`src/design/rc2c_pkg.sv`:
```
// types, constants and round functions of the rc2 cfb1 decryptor
// no dependencies
package rc2c_pkg;

  localparam int KEY_INDEX_LSB   = 0;
  localparam int KEY_INDEX_W     = 6;
  localparam int KEY_WORD_LSB    = 6;
  localparam int KEY_WORD_W      = 16;
  localparam int CIPHER_BIT_POS  = 22;
  localparam int IN_TDATA_W      = 24;
  localparam int OP_POS          = 0;
  localparam int FRAME_START_POS = 1;
  localparam int IN_TUSER_W      = 2;
  localparam int OUT_TDATA_W     = 8;
  localparam int CHAIN_W         = 64;
  localparam int ROW_W           = 5;
  localparam int ROWS            = 32;

  localparam logic OP_LOAD    = 1'b0;
  localparam logic OP_DECRYPT = 1'b1;

  // two key words per step, mashing after rounds 5 and 11
  localparam logic [ROW_W-1:0] MASH_STEP_A = 5'd9;
  localparam logic [ROW_W-1:0] MASH_STEP_B = 5'd21;
  localparam logic [ROW_W-1:0] LAST_STEP   = 5'd31;

  localparam logic [1:0] MASH_X10 = 2'd0;
  localparam logic [1:0] MASH_X32 = 2'd1;
  localparam logic [1:0] MASH_X54 = 2'd2;
  localparam logic [1:0] MASH_X76 = 2'd3;

  typedef enum logic [2:0] {
    ST_IDLE,
    ST_MIX,
    ST_MASH_RD,
    ST_MASH_ADD,
    ST_DONE
  } state_t;

  typedef struct packed {
    logic             key_wr;
    logic             start;
    logic             mix_en;
    logic             mix_odd;
    logic             mash_rd;
    logic             mash_add;
    logic [1:0]       mash_sel;
    logic [ROW_W-1:0] rd_row;
    logic             finish;
  } dp_cmd_t;

  function automatic logic [15:0] rotl16(input logic [15:0] v, input int s);
    return (v << s) | (v >> (16 - s));
  endfunction

  function automatic logic [15:0] mix_word(input logic [15:0] a, input logic [15:0] b,
                                           input logic [15:0] c, input logic [15:0] d,
                                           input logic [15:0] k, input int s);
    logic [15:0] t;
    t = a + ((b & ~d) | (c & d)) + k;
    return rotl16(t, s);
  endfunction

endpackage

```
`src/design/rc2c_ctrl.sv`:
```
// sequencer of the rc2 cfb1 decryptor: step and mash counters, handshakes
// depends on rc2c_pkg
module rc2c_ctrl (
  input  logic                clk,
  input  logic                rst_n,
  input  logic                in_tvalid,
  output logic                in_tready,
  input  logic                in_op,
  output logic                out_tvalid,
  input  logic                out_tready,
  output rc2c_pkg::dp_cmd_t   cmd
);

  rc2c_pkg::state_t                state_r, state_nxt;
  logic [rc2c_pkg::ROW_W-1:0]      step_r, step_nxt;
  logic [1:0]                      mash_r, mash_nxt;
  logic                            out_valid_r, out_valid_nxt;
  logic                            out_free;
  logic                            in_xfer;

  assign out_free = !out_valid_r || out_tready;
  assign in_xfer  = in_tvalid && (state_r == rc2c_pkg::ST_IDLE);

  always_comb begin
    state_nxt = state_r;
    step_nxt  = step_r;
    mash_nxt  = mash_r;
    unique case (state_r)
      rc2c_pkg::ST_IDLE: begin
        if (in_xfer && in_op == rc2c_pkg::OP_DECRYPT) begin
          state_nxt = rc2c_pkg::ST_MIX;
          step_nxt  = '0;
        end
      end
      rc2c_pkg::ST_MIX: begin
        if (step_r == rc2c_pkg::MASH_STEP_A || step_r == rc2c_pkg::MASH_STEP_B) begin
          state_nxt = rc2c_pkg::ST_MASH_RD;
          mash_nxt  = rc2c_pkg::MASH_X10;
        end else if (step_r == rc2c_pkg::LAST_STEP) begin
          state_nxt = rc2c_pkg::ST_DONE;
        end else begin
          step_nxt = step_r + 1'b1;
        end
      end
      rc2c_pkg::ST_MASH_RD: begin
        state_nxt = rc2c_pkg::ST_MASH_ADD;
      end
      rc2c_pkg::ST_MASH_ADD: begin
        if (mash_r == rc2c_pkg::MASH_X76) begin
          state_nxt = rc2c_pkg::ST_MIX;
          step_nxt  = step_r + 1'b1;
        end else begin
          state_nxt = rc2c_pkg::ST_MASH_RD;
          mash_nxt  = mash_r + 1'b1;
        end
      end
      rc2c_pkg::ST_DONE: begin
        if (out_free) begin
          state_nxt = rc2c_pkg::ST_IDLE;
        end
      end
      default: begin
        state_nxt = rc2c_pkg::ST_IDLE;
      end
    endcase
  end

  always_comb begin
    cmd           = '0;
    in_tready     = 1'b0;
    out_valid_nxt = out_valid_r && !out_tready;
    unique case (state_r)
      rc2c_pkg::ST_IDLE: begin
        in_tready  = 1'b1;
        cmd.rd_row = '0;
        if (in_xfer) begin
          cmd.key_wr = (in_op == rc2c_pkg::OP_LOAD);
          cmd.start  = (in_op == rc2c_pkg::OP_DECRYPT);
        end
      end
      rc2c_pkg::ST_MIX: begin
        cmd.mix_en  = 1'b1;
        cmd.mix_odd = step_r[0];
        cmd.rd_row  = step_r + 1'b1;
      end
      rc2c_pkg::ST_MASH_RD: begin
        cmd.mash_rd  = 1'b1;
        cmd.mash_sel = mash_r;
      end
      rc2c_pkg::ST_MASH_ADD: begin
        cmd.mash_add = 1'b1;
        cmd.mash_sel = mash_r;
        cmd.rd_row   = step_r + 1'b1;
      end
      rc2c_pkg::ST_DONE: begin
        if (out_free) begin
          cmd.finish    = 1'b1;
          out_valid_nxt = 1'b1;
        end
      end
      default: begin
        cmd = '0;
      end
    endcase
  end

  always_ff @(posedge clk) begin
    if (!rst_n) begin
      state_r     <= rc2c_pkg::ST_IDLE;
      step_r      <= '0;
      mash_r      <= '0;
      out_valid_r <= 1'b0;
    end else begin
      state_r     <= state_nxt;
      step_r      <= step_nxt;
      mash_r      <= mash_nxt;
      out_valid_r <= out_valid_nxt;
    end
  end

  assign out_tvalid = out_valid_r;

endmodule

```
`src/design/rc2c_datapath.sv`:
```
// rc2 datapath: key memory, block words, feedback chain, iv and result bit
// depends on rc2c_pkg
module rc2c_datapath (
  input  logic                                clk,
  input  logic                                rst_n,
  input  rc2c_pkg::dp_cmd_t                   cmd,
  input  logic [rc2c_pkg::IN_TDATA_W-1:0]     in_tdata,
  input  logic                                in_frame_start,
  input  logic                                cfg_wr_en,
  input  logic [rc2c_pkg::CHAIN_W-1:0]        cfg_wr_data,
  output logic [rc2c_pkg::OUT_TDATA_W-1:0]    out_tdata
);

  // even key words in the low bank, odd ones in the high bank
  logic [15:0] bank_lo [rc2c_pkg::ROWS];
  logic [15:0] bank_hi [rc2c_pkg::ROWS];

  logic [rc2c_pkg::CHAIN_W-1:0]  iv_r, chain_r;
  logic [15:0]                   x10_r, x32_r, x54_r, x76_r;
  logic [15:0]                   key_lo_r, key_hi_r;
  logic                          cbit_r, plain_r;

  logic [rc2c_pkg::KEY_INDEX_W-1:0] key_index;
  logic [15:0]                      key_word;
  logic [rc2c_pkg::CHAIN_W-1:0]     chain_src, enc;
  logic [15:0]                      x10_m, x32_m, x54_m, x76_m;
  logic [15:0]                      mash_src, mash_key;
  logic [rc2c_pkg::ROW_W-1:0]       rd_addr;

  assign key_index = in_tdata[rc2c_pkg::KEY_INDEX_LSB +: rc2c_pkg::KEY_INDEX_W];
  assign key_word  = in_tdata[rc2c_pkg::KEY_WORD_LSB +: rc2c_pkg::KEY_WORD_W];
  assign chain_src = in_frame_start ? iv_r : chain_r;

  assign x10_m = rc2c_pkg::mix_word(x10_r, x32_r, x54_r, x76_r, key_lo_r, 1);
  assign x32_m = rc2c_pkg::mix_word(x32_r, x54_r, x76_r, x10_m, key_hi_r, 2);
  assign x54_m = rc2c_pkg::mix_word(x54_r, x76_r, x10_r, x32_r, key_lo_r, 3);
  assign x76_m = rc2c_pkg::mix_word(x76_r, x10_r, x32_r, x54_m, key_hi_r, 5);

  always_comb begin
    case (cmd.mash_sel)
      rc2c_pkg::MASH_X10: mash_src = x76_r;
      rc2c_pkg::MASH_X32: mash_src = x10_r;
      rc2c_pkg::MASH_X54: mash_src = x32_r;
      default:            mash_src = x54_r;
    endcase
  end

  assign mash_key = mash_src[0] ? key_hi_r : key_lo_r;
  assign rd_addr  = cmd.mash_rd ? mash_src[rc2c_pkg::ROW_W:1] : cmd.rd_row;

  assign enc = {x10_r[7:0], x10_r[15:8], x32_r[7:0], x32_r[15:8],
                x54_r[7:0], x54_r[15:8], x76_r[7:0], x76_r[15:8]};

  always_ff @(posedge clk) begin
    if (cmd.key_wr) begin
      if (key_index[0]) begin
        bank_hi[key_index[rc2c_pkg::ROW_W:1]] <= key_word;
      end else begin
        bank_lo[key_index[rc2c_pkg::ROW_W:1]] <= key_word;
      end
    end
    key_lo_r <= bank_lo[rd_addr];
    key_hi_r <= bank_hi[rd_addr];
  end

  always_ff @(posedge clk) begin
    if (cmd.start) begin
      x10_r  <= {chain_src[55:48], chain_src[63:56]};
      x32_r  <= {chain_src[39:32], chain_src[47:40]};
      x54_r  <= {chain_src[23:16], chain_src[31:24]};
      x76_r  <= {chain_src[7:0],   chain_src[15:8]};
      cbit_r <= in_tdata[rc2c_pkg::CIPHER_BIT_POS];
    end else if (cmd.mix_en) begin
      if (cmd.mix_odd) begin
        x54_r <= x54_m;
        x76_r <= x76_m;
      end else begin
        x10_r <= x10_m;
        x32_r <= x32_m;
      end
    end else if (cmd.mash_add) begin
      case (cmd.mash_sel)
        rc2c_pkg::MASH_X10: x10_r <= x10_r + mash_key;
        rc2c_pkg::MASH_X32: x32_r <= x32_r + mash_key;
        rc2c_pkg::MASH_X54: x54_r <= x54_r + mash_key;
        default:            x76_r <= x76_r + mash_key;
      endcase
    end
    if (cmd.finish) begin
      plain_r <= cbit_r ^ x76_r[8];
    end
  end

  always_ff @(posedge clk) begin
    if (!rst_n) begin
      iv_r    <= '0;
      chain_r <= '0;
    end else begin
      if (cfg_wr_en) begin
        iv_r <= cfg_wr_data;
      end
      if (cmd.start) begin
        chain_r <= chain_src;
      end else if (cmd.finish) begin
        chain_r <= {enc[rc2c_pkg::CHAIN_W-2:0], cbit_r};
      end
    end
  end

  assign out_tdata = {{(rc2c_pkg::OUT_TDATA_W-1){1'b0}}, plain_r};

endmodule

```
`src/design/rc2_cfb1_bit_decrypt.sv`:
```
// RC2 one-bit cipher feedback decryptor. A load item (in_tuser[0] low) writes one
// expanded 16-bit key word into the 64-word key table and is taken in a single cycle
// with no result. A decrypt item (in_tuser[0] high) optionally reloads the 64-bit
// chain from the iv register (in_tuser[1]), runs the 16 rc2 mixing rounds with the
// two mashing passes on the chain and returns one plain bit in out_tdata[0]. The key
// table is a single read port memory of two words per row: each mixing cycle applies
// two mix steps, each mash word needs a read state and then an add state, so one decrypt
// item occupies the block from its transfer through the start, mix, mash and finish
// steps to its result (the finish waits for a free output register), and in_tready
// stays low meanwhile. A result waiting in the output register does not block the next
// transfer into the block. iv is to be written through cfg_wr_en/cfg_wr_data only while
// the block is idle; the user is bound by this, the block itself does not enforce it. Key
// words that were never loaded read back as unknown values. Depends on rc2c_pkg, rc2c_ctrl and rc2c_datapath
module rc2_cfb1_bit_decrypt (
  input  logic                                clk,
  input  logic                                rst_n,
  input  logic                                in_tvalid,
  output logic                                in_tready,
  // key_index[5:0], key_word[21:6], cipher_bit[22], zero[23]
  input  logic [rc2c_pkg::IN_TDATA_W-1:0]     in_tdata,
  // op[0], frame_start[1]
  input  logic [rc2c_pkg::IN_TUSER_W-1:0]     in_tuser,
  output logic                                out_tvalid,
  input  logic                                out_tready,
  // plain_bit[0], zero[7:1]
  output logic [rc2c_pkg::OUT_TDATA_W-1:0]    out_tdata,
  input  logic                                cfg_wr_en,
  input  logic [rc2c_pkg::CHAIN_W-1:0]        cfg_wr_data
);

  rc2c_pkg::dp_cmd_t cmd;

  rc2c_ctrl u_ctrl (
    .clk        (clk),
    .rst_n      (rst_n),
    .in_tvalid  (in_tvalid),
    .in_tready  (in_tready),
    .in_op      (in_tuser[rc2c_pkg::OP_POS]),
    .out_tvalid (out_tvalid),
    .out_tready (out_tready),
    .cmd        (cmd)
  );

  rc2c_datapath u_dp (
    .clk            (clk),
    .rst_n          (rst_n),
    .cmd            (cmd),
    .in_tdata       (in_tdata),
    .in_frame_start (in_tuser[rc2c_pkg::FRAME_START_POS]),
    .cfg_wr_en      (cfg_wr_en),
    .cfg_wr_data    (cfg_wr_data),
    .out_tdata      (out_tdata)
  );

endmodule

```
`config.mk`:
```
export PLATFORM = sky130hd
export DESIGN_NAME = rc2_cfb1_bit_decrypt
export DESIGN_NICKNAME = d
export VERILOG_FILES = /design/src/design/rc2c_pkg.sv /design/src/design/rc2c_ctrl.sv /design/src/design/rc2c_datapath.sv /design/src/design/rc2_cfb1_bit_decrypt.sv
export SDC_FILE = /design/constraint.sdc
export NUM_CORES = 2
export LEC_CHECK = 0
export BUFFER_PORTS_ARGS = -buffer_cell sky130_fd_sc_hd__buf_2
export CORE_ASPECT_RATIO = 1.4
export CORE_MARGIN = 3
export CORE_UTILIZATION = 50
export CTS_BUF_LIST = sky130_fd_sc_hd__clkbuf_8
export CTS_CLUSTER_SIZE = 16
export DETAILED_ROUTE_END_ITERATION = 8
export PLACE_DENSITY = 0.66
export SLEW_MARGIN = 20
export SYNTH_ARGS = -nofsm -noshare
export SYNTH_HDL_FRONTEND = slang
export SYNTH_HIERARCHICAL = 1
export SYNTH_SLANG_ARGS = --single-unit
```
`constraint.sdc`:
```
create_clock -name clk -period 8.18 [get_ports clk]
set_clock_uncertainty 0.1 [all_clocks]
set_input_delay 1.636 -clock clk [delete_from_list [all_inputs] [get_ports clk]]
set_output_delay 1.636 -clock clk [all_outputs]
set_load 0.01 [all_outputs]
```
==> impl_results.md <==
- Result of the run: complete, no violations
- Final hold violation count: 0
- Power density of the placed cells: 293.4 nW/um^2
- Via-per-instance ratio: 5.925
- Type of the worst setup path: flip-flop to flip-flop
- Via count: 33.12k
- Global-route wire length before repair: between 200000 and 250000 um
- Most area-hungry cell type in the Yosys netlist: edfxtp_1
- Hpwl dp: just under 100000 um
- Flops & latches, synth: ~1.3k
- Fin. max-slew vios: 0
- Number of synthesized flops with an enable pin: roughly 1.1k
- Slew at the pin closest to its max-slew limit: between 1000 and 1500 ps
- Top-level port count: ~110
- Post-synthesis average cell area: around 15 um^2
- Clk root buf: clkbuf_8
- Share of final-layout standard cells stronger than drive strength 1: between 20% and 30%
- Fraction of registers with async set or reset after synthesis: 0%
- Setup TNS: 0 ps
- IO buf count: 96
- Core box area: around 110000 um^2
- Total routing resource utilization after global routing: between 20% and 30%
- Post-CTS Hold Buffers: 0
- Final cell utilization of the core: between 50% and 60%
- ANT nets after route: 0
- Final worst hold slack: 365.3 ps
- Initial core utilization: about half
- HP Class: flip-flop to flip-flop
- Pin count of the biggest net entering global routing: roughly 110
- Maximum frequency from static timing analysis: roughly 130 MHz
- Crit. End Element: flip-flop
- DRC errors left: 0
- Critical Path RT: a little under 9000 ps
- Headroom to the max-slew limit: approximately a quarter
- Layout Area Growth over Synthesis: 10.45%
- Post-synth top area share: between 50% and 60%
- Maximum count of clock buffers along a single path: 3
- Total Nets Final: roughly 4.2k
- Final WL: 146600 um
- Cell area after synthesis: 57400 um^2
- Max-Cap Viols: 0
- Clock network latency to the later pin of the worst-skew pair: around 900 ps
- Commonest cells in the netlist: 1090 x edfxtp_1, 295 x nand2_1, 261 x mux4_2, 204 x nor2_1, 194 x mux2i_1
- Tot Pwr: 18.60 mW
- Cell types with the largest area share after synthesis: edfxtp_1 57%, mux4_2 10%, dfxtp_1 6.0%
- Sequential-to-total area share from yosys stat: 62.99%
- Number of placed instances with taps included: 5240
- Startpoint Class: flip-flop
- Floorplan die area: roughly 120000 um^2
- WL/cell: approximately 26 um
- Clock period minus worst slack: between 7000 and 8000 ps
- Critical path data arrival time: approximately 8400 ps
- Number of warnings issued by yosys: 6
- GP Congestion: 0.9851
- Setup violations, final: 0
- Highest fanout seen on the critical path: 7
- Primary flip-flop cell chosen by synthesis mapping: edfxtp_1
- Non-filler cells, final: between 5k and 6k
- Setup repair bufs after CTS: 0
- Clock-pin slew on the worst setup and hold paths: 60 ps
- Htree depth: 4
- Number of antenna violations at the first check in global routing: 8
- Sink Count: about 1.3k
- Leakage dissipation: between 20 and 25 nW
- Worst-case vdd ir drop: between 0.0002 and 0.0003 V
- Horiz. Die Dim: a little under 300 um
- CTS tree: done
- Post-synthesis instance total: approximately 3.7k
- Total CTS buffers: around 190
- Most numerous cell in the Yosys netlist: edfxtp_1
- Fraction of the cycle the final worst path needs: between 90% and 100%
- Count of different cell masters after synthesis: 83
- Length of the first detailed-routing pass in iterations: 5
- Overflow left after global routing: 0
- Drt first-iter violations: between 2k and 3k
- Setup repair after global routing missed its margin: no
- Y dimension of the die: ~400 um
- Via count of the first global-routing pass: 33.58k
- Standard-cell rows: around 150
==> cell type report <==
class                      instances  area [um^2]
fill                            9067        50230
tap                             1480         1852
sequential                      1261        36150
timing repair buffer             230         1534
multi-input combinational       2197        20070
clock buffer                     201         2766
clock inverter                   145        744.5
inverter                          72        270.3
antenna                            3        7.507
==> metal layers <==
| layer | GRT usage [%] | vias up | share of wire [%] |
|---|---|---|---|
| li1 | - | 14848 | - |
| met1 | 30.37 | 16863 | 38 |
| met2 | 43.89 | 1113 | 52 |
| met3 | 3.812 | 289 | 5.5 |
| met4 | 10.80 | 2 | 4.6 |
| met5 | 0 | - | 0.0089 |
==> cells in the final DEF, fill, tap and decap left out, drive strengths merged, types with 37 or more instances in the layout <==
master / n
o21ai: 127
nand3: 92
clkinv: 61
nor2: 205
a21oi: 168
nor3: 37
buf: 230
mux2i: 196
nand2: 296
edfxtp: 1090
fa: 68
and3: 42
xnor2: 66
nor2b: 84
clkbuf: 201
xor2: 39
mux4: 262
mux2: 103
ha: 120
dfxtp: 171
inv: 150
==> report_power, final <==
part	internal (mW)	total (mW)	switching [mW]	leakage, nW
logic	2.67	6.41	3.74	9.17
registers	7.19	7.40	0.209	11.2
clock network	2.38	4.79	2.42	2.05
==> flip-flops by register name, indices dropped and copies added, names as in the netlist <==
| register | count |
|---|---|
| u_ctrl/mash_r | 2 |
| u_ctrl/out_tvalid | 1 |
| u_ctrl/state_r | 3 |
| u_ctrl/step_r | 5 |
| u_dp/bank_hi | 512 |
| u_dp/bank_lo | 512 |
| u_dp/cbit_r | 1 |
| u_dp/chain_r | 64 |
| u_dp/iv_r | 64 |
| u_dp/key_hi_r | 16 |
| u_dp/key_lo_r | 16 |
| u_dp/plain_r | 1 |
| u_dp/x10_r | 16 |
| u_dp/x32_r | 16 |
| u_dp/x54_r | 16 |
| u_dp/x76_r | 16 |
==> cell families after synthesis <==
| family | after synthesis | share of synthesized area, % |
|---|---|---|
| buffers and inverters | 266 | 2.267 |
| muxes | 561 | 15.77 |
| xor gates and xnor gates | 105 | 1.602 |
| and+or+nand+nor | 823 | 6.600 |
| DFF | 1261 | 62.99 |
| other | 1 | 0.006533 |
| adders and majority gates | 188 | 4.987 |
| AOI/OAI and AO/OA | 513 | 5.783 |
==> metrics by stage <==
| step | instance area (um^2) | setup slack (ps) |
|---|---|---|
| floorplan | 57420 | 1756 |
| global placement | 59870 | 511.8 |
| detailed placement | 59870 | 415.0 |
| CTS | 63380 | 413.5 |
| global route | 63390 | 57.94 |
| finish | 63400 | 356.0 |
==> worst max-delay path, stage by stage, from the launching register on <==
cell and delay, ps:
edfxtp_1 540, mux2_2 340, fa_1 490, ha_1 180, inv_1 70, fa_1 450, nor2b_1 130, o21ai_1 80
a21boi_0 450, o21ai_0 260, a211oi_1 310, o31ai_1 140, xnor2_1 180, buf_4 190, mux2_2 380, fa_1 480
fa_1 430, a211oi_1 370, o21ai_0 320, a311oi_1 370, nor2_1 140, o31ai_1 340, a21oi_1 140, xnor2_1 150
xnor2_1 140, buf_4 170, a221oi_1 290
==> what timing repair did <==
item                                    CTS  global route
gates resized for setup                   0             1
endpoints found under the setup margin    0             1
hold endpoints to repair                  0             0
==> path summary, 6_finish.rpt <==
kind                         from         endpoint  slack (ps)  cells after the start
setup / recovery    u_dp/x10_r[1]    u_dp/x76_r[4]         360                     26
hold / removal    u_dp/chain_r[7]  u_dp/chain_r[7]         370                      2
setup reg to reg    u_dp/x10_r[1]    u_dp/x76_r[4]         360                     26
hold reg to reg   u_dp/chain_r[7]  u_dp/chain_r[7]         370                      2
Power figures use the tool's default switching activity.
